**config.mk**
```make
export PLATFORM = sky130hd
export DESIGN_NAME = nrth_front
export DESIGN_NICKNAME = d
export VERILOG_FILES = /design/src/rtl/nearest_ray_triangle_hit_defines.svh /design/src/rtl/nrth_pkg.sv /design/src/rtl/nrth_front.sv
export SDC_FILE = /design/constraint.sdc
export NUM_CORES = 1
export LEC_CHECK = 0
export BUFFER_PORTS_ARGS = -buffer_cell sky130_fd_sc_hd__buf_2
export CAP_MARGIN = 15
export CORE_ASPECT_RATIO = 0.8
export CORE_MARGIN = 2
export CORE_UTILIZATION = 35
export CTS_CLUSTER_SIZE = 24
export DETAILED_ROUTE_END_ITERATION = 12
export PLACE_DENSITY = 0.52
export SLEW_MARGIN = 15
export SYNTH_ARGS = -nofsm -noshare
export SYNTH_HDL_FRONTEND = slang
export SYNTH_SLANG_ARGS = --single-unit
```
**constraint.sdc**
```tcl
create_clock -name clk -period 16.6 [get_ports clk]
set_input_delay 2.49 -clock clk [delete_from_list [all_inputs] [get_ports clk]]
set_output_delay 2.49 -clock clk [all_outputs]
set_load 0.03 [all_outputs]
```
**src/rtl/nearest_ray_triangle_hit_defines.svh**
```systemverilog
// assertion macros used by the back end of the nearest ray/triangle hit rtl
`ifndef NEAREST_RAY_TRIANGLE_HIT_DEFINES_SVH
`define NEAREST_RAY_TRIANGLE_HIT_DEFINES_SVH

// same-cycle implication, checked on clk, off while in reset
`define NRTH_ASSERT_IMP(lbl, ante, cons, msg) \
    lbl: assert property (@(posedge clk) disable iff (!rst_n) (ante) |-> (cons)) \
        else $error(msg);

// next-cycle implication, checked on clk, off while in reset
`define NRTH_ASSERT_NXT(lbl, ante, cons, msg) \
    lbl: assert property (@(posedge clk) disable iff (!rst_n) (ante) |=> (cons)) \
        else $error(msg);

`endif

```
**src/rtl/nrth_pkg.sv**
```systemverilog
// types, widths and the multiply program of the nearest ray/triangle hit block
package nrth_pkg;

    localparam int COORD_WIDTH = 32;
    localparam int DIR_WIDTH   = 16;
    localparam int DIR_FRAC    = DIR_WIDTH - 2;
    localparam int QB          = COORD_WIDTH - 1;
    localparam int EW          = COORD_WIDTH + 1;
    localparam int PW          = DIR_WIDTH + EW + 1;
    localparam int QW          = 2 * EW + 1;
    localparam int BW          = (EW > DIR_WIDTH) ? EW : DIR_WIDTH;
    localparam int DIG         = 17;
    localparam int ND_DIR      = (DIR_WIDTH + DIG - 1) / DIG;
    localparam int ND_T        = (EW + DIG - 1) / DIG;
    localparam int ND_P        = (PW + DIG - 1) / DIG;
    localparam int ND_Q        = (QW + DIG - 1) / DIG;
    localparam int NDIG_MAX    = (ND_P > ND_Q) ? ND_P : ND_Q;
    localparam int AW          = NDIG_MAX * DIG;
    localparam int CW          = $clog2(NDIG_MAX);
    localparam int ACCW        = ((QW > PW) ? QW : PW) + BW + 2;
    localparam int SHMAX       = (QB > DIR_FRAC) ? QB : DIR_FRAC;
    localparam int DVW         = ACCW + SHMAX;
    localparam int DCW         = $clog2(QB + 1);
    localparam int PRW         = DIR_WIDTH + QB + 1;
    localparam int SUMW        = ((PRW + 1 > COORD_WIDTH) ? PRW + 1 : COORD_WIDTH) + 1;
    localparam int CFG_IW      = 3;
    localparam int NSTEP       = 24;
    localparam int STEP_W      = 5;

    // configuration register indexes
    localparam logic [CFG_IW-1:0] REG_ORIGIN_X = 3'd0;
    localparam logic [CFG_IW-1:0] REG_ORIGIN_Y = 3'd1;
    localparam logic [CFG_IW-1:0] REG_ORIGIN_Z = 3'd2;
    localparam logic [CFG_IW-1:0] REG_DIR_X    = 3'd3;
    localparam logic [CFG_IW-1:0] REG_DIR_Y    = 3'd4;
    localparam logic [CFG_IW-1:0] REG_DIR_Z    = 3'd5;
    localparam logic [CFG_IW-1:0] REG_MAX_DIST = 3'd6;

    // multiplicand sources
    localparam logic [3:0] A_D0 = 4'd0;
    localparam logic [3:0] A_D1 = 4'd1;
    localparam logic [3:0] A_D2 = 4'd2;
    localparam logic [3:0] A_T0 = 4'd3;
    localparam logic [3:0] A_T1 = 4'd4;
    localparam logic [3:0] A_T2 = 4'd5;
    localparam logic [3:0] A_P0 = 4'd6;
    localparam logic [3:0] A_P1 = 4'd7;
    localparam logic [3:0] A_P2 = 4'd8;
    localparam logic [3:0] A_Q0 = 4'd9;
    localparam logic [3:0] A_Q1 = 4'd10;
    localparam logic [3:0] A_Q2 = 4'd11;

    // multiplier sources
    localparam logic [3:0] B_E1_0 = 4'd0;
    localparam logic [3:0] B_E1_1 = 4'd1;
    localparam logic [3:0] B_E1_2 = 4'd2;
    localparam logic [3:0] B_E2_0 = 4'd3;
    localparam logic [3:0] B_E2_1 = 4'd4;
    localparam logic [3:0] B_E2_2 = 4'd5;
    localparam logic [3:0] B_T0   = 4'd6;
    localparam logic [3:0] B_T1   = 4'd7;
    localparam logic [3:0] B_T2   = 4'd8;
    localparam logic [3:0] B_D0   = 4'd9;
    localparam logic [3:0] B_D1   = 4'd10;
    localparam logic [3:0] B_D2   = 4'd11;

    // accumulator destinations
    localparam logic [3:0] DST_P0 = 4'd0;
    localparam logic [3:0] DST_P1 = 4'd1;
    localparam logic [3:0] DST_P2 = 4'd2;
    localparam logic [3:0] DST_Q0 = 4'd3;
    localparam logic [3:0] DST_Q1 = 4'd4;
    localparam logic [3:0] DST_Q2 = 4'd5;
    localparam logic [3:0] DST_D  = 4'd6;
    localparam logic [3:0] DST_U  = 4'd7;
    localparam logic [3:0] DST_V  = 4'd8;
    localparam logic [3:0] DST_T  = 4'd9;

    typedef struct packed {
        logic signed [COORD_WIDTH-1:0] a_x;
        logic signed [COORD_WIDTH-1:0] a_y;
        logic signed [COORD_WIDTH-1:0] a_z;
        logic signed [COORD_WIDTH-1:0] b_x;
        logic signed [COORD_WIDTH-1:0] b_y;
        logic signed [COORD_WIDTH-1:0] b_z;
        logic signed [COORD_WIDTH-1:0] c_x;
        logic signed [COORD_WIDTH-1:0] c_y;
        logic signed [COORD_WIDTH-1:0] c_z;
        logic                          last_triangle;
    } tri_t;

    typedef struct packed {
        logic                          hit;
        logic signed [COORD_WIDTH-1:0] hit_x;
        logic signed [COORD_WIDTH-1:0] hit_y;
        logic signed [COORD_WIDTH-1:0] hit_z;
    } res_t;

    typedef struct packed {
        logic [2:0][COORD_WIDTH-1:0] org;
        logic [2:0][DIR_WIDTH-1:0]   dir;
        logic [QB-1:0]               max_dist;
    } ray_t;

    typedef struct packed {
        logic [2:0][EW-1:0] e1;
        logic [2:0][EW-1:0] e2;
        logic [2:0][EW-1:0] t0;
        logic               last;
    } qent_t;

    typedef struct packed {
        logic          go;
        logic          clear;
        logic          neg;
        logic [CW-1:0] last_idx;
    } mac_req_t;

    typedef struct packed {
        logic          busy;
        logic          ovf;
        logic [QB-1:0] quo;
    } div_res_t;

    typedef struct packed {
        logic [3:0] asel;
        logic [3:0] bsel;
        logic       neg;
        logic       first;
        logic       last;
        logic [3:0] dst;
    } prog_t;

    function automatic prog_t mk(input logic [3:0] asel, input logic [3:0] bsel,
                                 input logic neg, input logic first, input logic last,
                                 input logic [3:0] dst);
        prog_t r;
        r.asel  = asel;
        r.bsel  = bsel;
        r.neg   = neg;
        r.first = first;
        r.last  = last;
        r.dst   = dst;
        return r;
    endfunction

    // p = dir x e2, q = t0 x e1, then D = e1.p, U = t0.p, V = dir.q, T = e2.q
    function automatic prog_t prog_at(input logic [STEP_W-1:0] i);
        prog_t r;
        r = mk(A_D0, B_E1_0, 1'b0, 1'b1, 1'b1, DST_P0);
        case (i)
            5'd0:  r = mk(A_D1, B_E2_2, 1'b0, 1'b1, 1'b0, DST_P0);
            5'd1:  r = mk(A_D2, B_E2_1, 1'b1, 1'b0, 1'b1, DST_P0);
            5'd2:  r = mk(A_D2, B_E2_0, 1'b0, 1'b1, 1'b0, DST_P1);
            5'd3:  r = mk(A_D0, B_E2_2, 1'b1, 1'b0, 1'b1, DST_P1);
            5'd4:  r = mk(A_D0, B_E2_1, 1'b0, 1'b1, 1'b0, DST_P2);
            5'd5:  r = mk(A_D1, B_E2_0, 1'b1, 1'b0, 1'b1, DST_P2);
            5'd6:  r = mk(A_T1, B_E1_2, 1'b0, 1'b1, 1'b0, DST_Q0);
            5'd7:  r = mk(A_T2, B_E1_1, 1'b1, 1'b0, 1'b1, DST_Q0);
            5'd8:  r = mk(A_T2, B_E1_0, 1'b0, 1'b1, 1'b0, DST_Q1);
            5'd9:  r = mk(A_T0, B_E1_2, 1'b1, 1'b0, 1'b1, DST_Q1);
            5'd10: r = mk(A_T0, B_E1_1, 1'b0, 1'b1, 1'b0, DST_Q2);
            5'd11: r = mk(A_T1, B_E1_0, 1'b1, 1'b0, 1'b1, DST_Q2);
            5'd12: r = mk(A_P0, B_E1_0, 1'b0, 1'b1, 1'b0, DST_D);
            5'd13: r = mk(A_P1, B_E1_1, 1'b0, 1'b0, 1'b0, DST_D);
            5'd14: r = mk(A_P2, B_E1_2, 1'b0, 1'b0, 1'b1, DST_D);
            5'd15: r = mk(A_P0, B_T0,   1'b0, 1'b1, 1'b0, DST_U);
            5'd16: r = mk(A_P1, B_T1,   1'b0, 1'b0, 1'b0, DST_U);
            5'd17: r = mk(A_P2, B_T2,   1'b0, 1'b0, 1'b1, DST_U);
            5'd18: r = mk(A_Q0, B_D0,   1'b0, 1'b1, 1'b0, DST_V);
            5'd19: r = mk(A_Q1, B_D1,   1'b0, 1'b0, 1'b0, DST_V);
            5'd20: r = mk(A_Q2, B_D2,   1'b0, 1'b0, 1'b1, DST_V);
            5'd21: r = mk(A_Q0, B_E2_0, 1'b0, 1'b1, 1'b0, DST_T);
            5'd22: r = mk(A_Q1, B_E2_1, 1'b0, 1'b0, 1'b0, DST_T);
            5'd23: r = mk(A_Q2, B_E2_2, 1'b0, 1'b0, 1'b1, DST_T);
            default: r = mk(A_D0, B_E1_0, 1'b0, 1'b1, 1'b1, DST_P0);
        endcase
        return r;
    endfunction

endpackage

```
**src/rtl/nrth_front.sv**
```systemverilog
// front end: accepts triangles, forms edge vectors and queues them
module nrth_front
    import nrth_pkg::*;
(
    input  logic  clk,
    input  logic  rst_n,
    input  logic  tri_valid,
    output logic  tri_stall,
    input  tri_t  tri_data,
    input  ray_t  ray,
    output logic  q_valid,
    output qent_t q_head,
    input  logic  q_pop
);

    qent_t      mem_reg [2];
    logic       wr_ptr_reg;
    logic       rd_ptr_reg;
    logic [1:0] count_reg;
    qent_t      ent;
    logic       push;

    assign tri_stall = (count_reg == 2'd2);
    assign push      = tri_valid && !tri_stall;
    assign q_valid   = (count_reg != 2'd0);
    assign q_head    = mem_reg[rd_ptr_reg];

    // edges and origin offset, one bit wider than the coordinates
    always_comb
    begin
        ent.e1[0] = EW'(tri_data.b_x) - EW'(tri_data.a_x);
        ent.e1[1] = EW'(tri_data.b_y) - EW'(tri_data.a_y);
        ent.e1[2] = EW'(tri_data.b_z) - EW'(tri_data.a_z);
        ent.e2[0] = EW'(tri_data.c_x) - EW'(tri_data.a_x);
        ent.e2[1] = EW'(tri_data.c_y) - EW'(tri_data.a_y);
        ent.e2[2] = EW'(tri_data.c_z) - EW'(tri_data.a_z);
        ent.t0[0] = EW'($signed(ray.org[0])) - EW'(tri_data.a_x);
        ent.t0[1] = EW'($signed(ray.org[1])) - EW'(tri_data.a_y);
        ent.t0[2] = EW'($signed(ray.org[2])) - EW'(tri_data.a_z);
        ent.last  = tri_data.last_triangle;
    end

    always_ff @(posedge clk)
    begin
        if (push)
        begin
            mem_reg[wr_ptr_reg] <= ent;
        end
    end

    always_ff @(posedge clk or negedge rst_n)
    begin
        if (!rst_n)
        begin
            wr_ptr_reg <= 1'b0;
            rd_ptr_reg <= 1'b0;
            count_reg  <= 2'd0;
        end
        else
        begin
            if (push)
            begin
                wr_ptr_reg <= !wr_ptr_reg;
            end
            if (q_pop)
            begin
                rd_ptr_reg <= !rd_ptr_reg;
            end
            if (push && !q_pop)
            begin
                count_reg <= count_reg + 2'd1;
            end
            else if (q_pop && !push)
            begin
                count_reg <= count_reg - 2'd1;
            end
        end
    end

endmodule

```
Word-level counts from Yosys, hierarchy flattened. Memory sizes are Yosys's and may differ from the RTL's. Cells that the tools add are included. W data, S select, Z words.

Add/subtract/negate cells: 11. $mul: 0. Div/mod/pow operators: 0. Order comparisons: 0. Equality and inequality tests: 1. Shift-type cells: 0. Muxes and demuxes: 4. Bitwise gates (word level): 0. Reductions and logical operators: 10.

Operators by type and width (count): $sub A32 B32 Y33 (9); $logic_not A1 Y1 (5); $mux W2 (2); $reduce_bool A2 Y1 (2); $logic_and A1 B1 Y1 (3); $add A2 B1 Y2 const B (1); $eq A2 B2 Y1 const B (1); $mux W1 (2); $sub A2 B1 Y2 const B (1).

Flip-flop bits (word level): 4. Latch bits: 0. Memory bits (writable): 596. Memory bits (read-only): 0. Input bits: 468. Output and inout bits: 300. Logic and storage cells: 30. Memories: 1.

Memory list: mem_reg (depth 2, bits a word 298, read ports 1, clocked after memory_dff 0, write ports 1, line nrth_front.sv:16) `qent_t mem_reg [2];`.

Depth between registers and ports, before layout. Gate-level depths: netlist (run 1).

Depth in word-level cells: 7. Gate-level depth with buffers: 13. Gate-level depth less buffers: 13.

Least setup slack after synthesis (run 1). OpenSTA, ideal clock, no wires.

Kind: input port to flip-flop. Start: input tri_valid. End: memory mem_reg[0][0] (netlist name), enable pin. Library setup time: 0.963 ns. Data arrival time: 14.917 ns. Data required time: 15.637 ns. Setup slack: 0.720 ns. Cell stages on the path: 2. Buffers on the path: 0. Cell sequence: nand2_1 > nor2_1.

Word-level cells in the longest chain between the ends: 3.

Ends and longest elaborated chain: from (decl) (line nrth_front.sv:7) `input logic tri_valid,`; $logic_and A1 B1 Y1 (line nrth_front.sv:24) `assign push = tri_valid && !tri_stall;`; $mux W1 (line nrth_front.sv:45) `if (push)`; $mux W1 (not written as such) (line nrth_front.sv:47) `mem_reg[wr_ptr_reg] <= ent;`; to (decl) (line nrth_front.sv:16).

No other way between the ends.

==> out/summary.md, run 1 <==
The run finished with clean final reports. For this block, the via count after detailed routing is 26000. After layout, the worst setup slack is 10020 ps.

Leading register cell type out of synthesis: sky130_fd_sc_hd__edfxtp_1. The Yosys step of the flow raised 0 warnings. The HPWL after detailed placement is 83.7 mm, and the number of top-level pins is 768. The routed via count divided by cell count came out at 5.09. The logs give 70 for the CTS buffer count and 97.2 uV for the worst supply voltage drop on vdd.

At the pin with the least slew margin, the transition time is 987 ps. Counting every sink on the clock net gives 600. Nature of the critical path endpoint: an output port.

The final clock period utilization by the worst path was 39.6%. By area the synthesized netlist is led by sky130_fd_sc_hd__edfxtp_1 50%, sky130_fd_sc_hd__ha_1 10%, sky130_fd_sc_hd__mux2_2 9.4%. The design draws 6.60 mW.

The total area inside the core boundary comes to 101000 sq um. For the worst setup path, the data required time is 14110 ps. Across the run, the number of max-cap violations was 0. The number of distinct library cells after synthesis was 87; the fraction of synthesized area in multiplexers was 9.39%. The share of the synthesized netlist area taken by xor and xnor gates came out at 6.16%. The synthesized flop and latch total came out at 600.

The post-layout utilization of the core was 42.7%; the per-instance average area after synthesis was 12.0 sq um. The cell area power density is 153 nW/um^2, and the synthesized instance count is 2982. For the weighted congestion reported at the end of routability-driven placement, the log shows 0.883.

TritonCTS built the clock tree. The run gives 0 as the final count of pins violating max slew. Setup repair after global routing left no endpoint under its margin. Synthesized area: 35800 sq um.

The post-route netlist has 30.5% of its cells at a drive strength greater than 1. Across every metal layer, demand over resource in global routing totals 20.1%. Adding up every negative setup slack in the final design gives 0 ps. The tools report the pin count of the biggest net entering global routing as 133.

The die extent in x works out to 362 um. The final hold slack came out at 494 ps. The die covers 105000 sq um. In the routed design, unresolved DRC markers number 0. The tools report the post-route standard cell area excluding fillers as 43200 sq um. The synthesized design contains 596 enable-type register cells.

STA classifies the critical path startpoint as a flop. The placed instances occupy a cell area of 40800 sq um. By startpoint and endpoint, the worst setup path is classified as flop to output port.

The logs give 104 for the number of standard-cell rows in the floorplan and 0 for the buffer count from post-CTS setup fixing. Once placement completed, the tool counted placed cells totaling 4944. By area, the combinational part of the netlist is dominated by compound AO/OA/AOI/OAI gates.

The number of global-route vias before repair was 25700; the area share of and/or/nand/nor cells after synthesis was 7.25%. The detailed router finished its first iteration with 1526 violations. The initial utilization of the core area, before any placement, comes to 35.4%. The worst hold path belongs to the class flop to flop. Setup violations remaining at the end of the flow were counted as 0.

At the worst endpoint, the arrival time is 4090 ps. The total of hold buffers inserted after clock tree synthesis came out at 0. In the layout the commonest cells are 688 x sky130_fd_sc_hd__buf_2, 596 x sky130_fd_sc_hd__edfxtp_1, 298 x sky130_fd_sc_hd__mux2_2. The worst pin sits at a relative slew slack of 34.2%. Summing the areas of all fa, ha and maj instances in the mapped netlist gives 10.6% of the synthesized area. The fraction of synthesis flops using an asynchronous set or reset pin came out at 0.667%. The run gives 3 as the level count of the clock H-tree. For this design the static power due to leakage is 18.0 nW. The compound-cell area share of the yosys netlist works out to 13.7%. The first-pass GRT wire length is 159 mm.

CTS placed an instance of sky130_fd_sc_hd__clkbuf_16 at the clock tree root. The library cell used most frequently in the layout, excluding fill and tap cells, is sky130_fd_sc_hd__buf_2. Wires add up to 108 mm. Summed over all instances, the cell type with the most area after synthesis is sky130_fd_sc_hd__edfxtp_1. The longest clock path from root to sink contains 3 buffers.

After clock tree synthesis, the clock-pin slew on the worst setup and hold paths is 60 ps. The remaining antenna violation count came out at 0. The top-area cell type share of the netlist area is 49.9%. The total overflow left after global routing is 0.

The portion of the post-synthesis area used by sequential elements was 50.2%; the worst slack at placement was 10500 ps. The net count of the finished layout is 4457. Clock skew on the completed layout was measured at 16.1 ps. In the final routed layout, each cell accounts on average for 21.3 um. The vertical extent of the die came out at 290 um. Along the worst path, the maximum fanout reaches 65. The number of hold violations in the final report is 0. The flip-flop count of the largest register, all copies and words added is 596. For this run, the detailed router's first-pass iteration total came to 5. The logs give 5103 for the post-route non-filler standard cell count and 3748 for the number of nets in the synthesized netlist. Relative to the synthesized area, the layout overhead comes to 20.4%. For this run, the top clock speed supported by timing is 152 MHz. The final critical path time including I/O delays and setup is 6580 ps, and the number of gates resized after cts is 0. The number of antenna violations at the first check in global routing came out at 40. The later pin in the worst-skew pair is clocked with a latency of 660 ps.

The count of port buffers added during placement is 688.
## metal layers
layer  global-route usage (%)  up-vias  part of all wire (%)  wire (um)
met5                        0        -                  0.13        138
met4                     6.01       20                   2.3       2500
met3                     5.83      156                   6.9       7440
met2                     32.8      631                    47      51000
met1                     25.8    12500                    44      47500
li1                         -    12700                     -          -
## where the power goes
group / internal [mW] / total [mW] / switching [mW]
combinational: 0.907 / 2.77 / 1.87
clock: 0.895 / 1.53 / 0.639
sequential: 2.19 / 2.29 / 0.0980
total: 4.00 / 6.60 / 2.60
## cell type report
| class | count | area (sq um) |
|---|---|---|
| Antenna cell | 31 | 77.6 |
| Fill cell | 9740 | 58000 |
| Inverter | 192 | 721 |
| Timing Repair Buffer | 701 | 3550 |
| Sequential cell | 600 | 18000 |
| Clock inverter | 43 | 359 |
| Clock buffer | 85 | 1900 |
| Multi-Input combinational cell | 2126 | 16900 |
| Tap cell | 1325 | 1660 |
## worst paths after layout
| kind | startpoint | end | slack [ps] | cells past startpoint |
|---|---|---|---|---|
| setup / recovery | rd_ptr_reg | q_head[57] | 10020 | 4 |
| hold / removal | count_reg[1] | count_reg[1] | 490 | 1 |
| setup reg to reg | count_reg[0] | mem_reg[0][279] | 13120 | 5 |
| hold reg to reg | count_reg[1] | count_reg[1] | 490 | 1 |
| max in group asynchronous | rst_n | rd_ptr_reg | 14820 | 1 |
| min in group asynchronous | rst_n | rd_ptr_reg | 1640 | 1 |
## cell usage after synthesis, types with 7 or more instances
master and count:
sky130_fd_sc_hd__a21o_1 132, sky130_fd_sc_hd__nand3_1 48, sky130_fd_sc_hd__xor2_1 78, sky130_fd_sc_hd__a211o_1 11, sky130_fd_sc_hd__edfxtp_1 596, sky130_fd_sc_hd__a311oi_1 8
sky130_fd_sc_hd__nand2_1 143, sky130_fd_sc_hd__a211oi_1 17, sky130_fd_sc_hd__clkbuf_1 56, sky130_fd_sc_hd__nor2_1 144, sky130_fd_sc_hd__o21ai_0 108, sky130_fd_sc_hd__a21oi_1 215
sky130_fd_sc_hd__o211ai_1 9, sky130_fd_sc_hd__o21ai_1 25, sky130_fd_sc_hd__xnor2_1 174, sky130_fd_sc_hd__and2_1 7, sky130_fd_sc_hd__mux2_2 298, sky130_fd_sc_hd__ha_1 289
sky130_fd_sc_hd__o21a_1 40, sky130_fd_sc_hd__a31oi_1 30, sky130_fd_sc_hd__nand4_1 21, sky130_fd_sc_hd__inv_1 192, sky130_fd_sc_hd__fa_1 9, sky130_fd_sc_hd__a21boi_1 7
sky130_fd_sc_hd__o31ai_1 8, sky130_fd_sc_hd__o21bai_1 34, sky130_fd_sc_hd__nor3_1 35, sky130_fd_sc_hd__nor2b_1 44, sky130_fd_sc_hd__and3_1 22, sky130_fd_sc_hd__nand2b_1 39
## cells by family (layout without fill, tap and decap cells)
family | count (synthesis) | after routing
other cells | 0 | 31
mux | 299 | 299
fa+ha+maj | 298 | 298
xor+xnor | 252 | 252
simple gates | 540 | 540
buf+inv | 256 | 1021
flops | 600 | 600
compound gates | 737 | 737
## worst max-delay path, stage by stage (launching register included)
cell	delay [ps]
sky130_fd_sc_hd__dfrtp_4	970
sky130_fd_sc_hd__buf_4	780
sky130_fd_sc_hd__buf_4	880
sky130_fd_sc_hd__mux2_2	490
sky130_fd_sc_hd__buf_2	200
No activity file was read; power rests on OpenSTA's default activity.
==> inputs of run 2 (changes only) <==
ABC_AREA = 1   (was not set)
PLACE_DENSITY = 0.51   (was 0.52)
clock period = 6.5 ns   (was 16.6 ns; I/O delays follow)
==> out/summary.md, run 2 <==
The TritonCTS sink count is 600 (unchanged). The layout overhead on the synthesized area works out to 18.0%. Per-instance average area after synthesis: 7.64 sq um (-36%).

Number of nets in the layout: 7280 (+63%). The leading register cell type out of synthesis is sky130_fd_sc_hd__edfxtp_1. The vertical extent of the die is 322 um (+11%).

The run finished with clean final reports. The iteration count of the initial detailed-routing pass is 6 (+1), and the final hold slack is 107 ps (-387 ps). For the overall power of the completed layout, the log shows 17.9 mW (+170%). The number of enable flip-flop cells after synthesis came out at 596 (unchanged).

Portion of the post-synthesis area used by sequential elements: 40.7% (-9.5 points). The logs give 67 (+68%) for the number of antenna violations at the first check in global routing and 0 (unchanged) for the remaining antenna violation count. The pin count of the biggest net entering global routing is 130 (-2.3%).

After synthesis, the most frequently instantiated cells are 2232 x sky130_fd_sc_hd__nand2_1, 1244 x sky130_fd_sc_hd__inv_1, 596 x sky130_fd_sc_hd__edfxtp_1. Number of nets in the synthesized netlist: 6548 (+75%). The tools report the synthesized instance count as 5782 (+94%).

The leakage power summed over all cells is 27.9 nW (+55%), and the number of hold violations in the final report is 0 (unchanged). By instance count, the leading cell after synthesis is sky130_fd_sc_hd__nand2_1. For the final worst clock skew, the log shows 25.1 ps (+9.06 ps). The count of port buffers added during placement is 688 (unchanged). The level count of the clock H-tree was 3 (unchanged); the setup-violating endpoint count in the final report was 0 (unchanged).

The die extent in x is 401 um (+11%), and the number of vias after detailed routing is 38400 (+48%). Number of max-capacitance violations reported: 0 (unchanged). Among all stages on the critical path, the largest delay is contributed by sky130_fd_sc_hd__dfrtp_4. The run gives 2632 (+72%) as the violation count after the first detailed-routing iteration. TritonCTS built the clock tree. Synthesized area: 44200 sq um (+23%). The largest delay contributor family on the critical path was flip-flops.

The top-area cell type share of the netlist area is 40.5% (-9.4 points). The core area is 125000 sq um (+24%), and the post-layout utilization of the core is 41.7% (-1.0 points). The number of gates resized after cts is 0 (unchanged), and the synthesized flop and latch total is 600 (unchanged). The number of standard-cell rows in the floorplan came out at 116 (+12%). The remaining global-route overflow came out at 0 (unchanged). Subtracting the final worst setup slack from the clock period gives 3850 ps. The sum of buffers and inverters on the critical path works out to 2 (-1). By startpoint and endpoint, the worst setup path is classified as flop to output port.

The worst setup margin was 2650 ps (-7370 ps). The largest stage delay on the critical path was 790 ps (-180 ps). For the total of fill cells in the finished design, the log shows 13100 (+34%).

The number of remaining DRC errors was 0 (unchanged). The run gives 25.3% (-8.9 points) as the headroom to the max-slew limit. Post-route standard cell area excluding fillers: 52100 sq um (+21%). The type of origin of the critical path was a flop.

The cell taking the most area after synthesis was sky130_fd_sc_hd__edfxtp_1. The worst supply voltage drop on vdd is 463 uV (+380%), and the area of the die is 129000 sq um (+23%). Cell area power density: 343 nW/um^2 (+120%). The tools report the CTS buffer count as 72 (+2.9%).

The signal on the critical path passes through buf_12 -> mux2_2 -> buf_2. The flip-flop count of the largest register, all copies and words added is 596 (unchanged). Clock latency reported for the late side of the worst-skew pair: 690 ps (+30 ps).

The number of top-level pins is 768 (unchanged). The maximum clock insertion buffer count came out at 3 (unchanged). For the area after detailed placement, the log shows 49600 sq um (+21%). The final setup TNS is 0 ps (unchanged). The first-pass GRT wire length came out at 226 mm (+42%).

The transition time at the pin with the least slew margin works out to 1120 ps (+133 ps). The nature of the critical path endpoint is an output port. The worst slack at placement was 3280 ps (-7210 ps).

The library cell used most frequently in the layout, excluding fill and tap cells, is sky130_fd_sc_hd__nand2_1. The tools report the number of global-route vias before repair as 36400 (+41%). The tree is rooted in a sky130_fd_sc_hd__clkbuf_16.

For the post-detailed-routing wire length, the log shows 157 mm (+44%). Yosys attributes the largest share of cell area to sky130_fd_sc_hd__edfxtp_1 41%, sky130_fd_sc_hd__nand2_1 19%, sky130_fd_sc_hd__inv_1 11%. The routed wire length per instance was 19.0 um (-11%).

The CTS clock-pin slew for the worst setup and hold paths was 60 ps (about the same). For the number of synthesis warnings, the log shows 0 (unchanged). After layout, the worst path uses 59.2% of the clock period. The ratio of cells with drive above 1 in the final layout is 17.9% (-13 points), and the buffer count from post-CTS setup fixing is 0 (unchanged). Setup repair after global routing left no endpoint under its margin.

The routed via count divided by cell count came out at 4.65 (-8.7%). The total of hold buffers inserted after clock tree synthesis came out at 0 (unchanged). The largest fanout on the critical path is 116 (+78%). The tools report the number of instances in the placed design as 8092 (+64%). The worst min-delay path class is primary input to async pin.

The run gives 2870 ps (-1220 ps) as the arrival time of data at the critical path endpoint. In the layout the commonest cells are 2232 x sky130_fd_sc_hd__nand2_1, 1244 x sky130_fd_sc_hd__inv_1, 688 x sky130_fd_sc_hd__buf_2. The final count of pins violating max slew came out at 0 (unchanged). Derived from the worst setup path, the maximum achievable clock frequency is 260 MHz. The weighted congestion reported at the end of routability-driven placement is 0.968 (+9.6%). HPWL after detailed placement: 129 mm (+54%).

The fraction of synthesis flops using an asynchronous set or reset pin works out to 0.667% (unchanged). The post-route non-filler standard cell count was 8257 (+62%). The run gives 5520 ps (-8590 ps) as the required time of the critical path. The global-route usage over all layers was 23.7% (+3.6 points); the starting density of the core was 35.3% (-0.13 points). For the number of distinct library cells after synthesis, the log shows 26 (-70%).
## run 2: worst paths after layout
| path | startpoint | endpoint | slack [ps] | cells after the start |
|---|---|---|---|---|
| max | rd_ptr_reg | q_head[231] | 2650 | 3 |
| min | rst_n | count_reg[1] | 110 | 1 |
| max reg2reg | count_reg[1] | mem_reg[0][230] | 3840 | 4 |
| min reg2reg | count_reg[0] | count_reg[0] | 530 | 1 |
| max in group asynchronous | rst_n | rd_ptr_reg | 6250 | 1 |
| min in group clk | tri_data[0] | mem_reg[0][0] | 500 | 1 |
## run 2: kinds of logic (layout without fill, tap and decap cells)
logic type	Yosys count	count (layout)	synth area share (%)
adders and majority gates	298	298	8.59
muxes	298	298	7.60
DFF	600	600	40.7
buffers and inverters	1283	2071	11.3
AOI/OAI and AO/OA	207	207	2.49
other	0	35	0
and+or+nand+nor	2958	2958	26.6
xor gates and xnor gates	138	138	2.74
## run 2: cell type report
| type | instances | area [sq um] | area share, % |
|---|---|---|---|
| diodes | 35 | 87.6 | 0.168 |
| repair buffers | 697 | 3610 | 6.93 |
| clock buffers | 86 | 1880 | 3.60 |
| flip-flops and latches | 600 | 18000 | 34.5 |
| clock inverters | 44 | 596 | 1.14 |
| inverters | 1244 | 4670 | 8.96 |
| multi-input cells | 3899 | 21200 | 40.7 |
| well taps | 1652 | 2070 | 3.97 |
## run 2: metal layers
| layer | up-vias | routed length [um] | track usage [%] |
|---|---|---|---|
| met4 | 32 | 5100 | 7.35 |
| li1 | 19500 | - | - |
| met5 | - | 203 | 0 |
| met2 | 938 | 69300 | 37.7 |
| met1 | 17600 | 72200 | 32.2 |
| met3 | 247 | 9950 | 5.26 |
## run 2: worst reg2reg max path, cell delays in order (launching register included)
cell                      delay (ps)
sky130_fd_sc_hd__dfrtp_1         360
sky130_fd_sc_hd__inv_1           110
sky130_fd_sc_hd__o21ai_0         250
sky130_fd_sc_hd__nor2_4          630
sky130_fd_sc_hd__buf_12          500
## run 2: where the power goes
part	total (mW)	switching, mW	internal, mW
clock	4.28	1.73	2.55
sequential	5.78	0.214	5.56
combinational	7.81	5.45	2.36
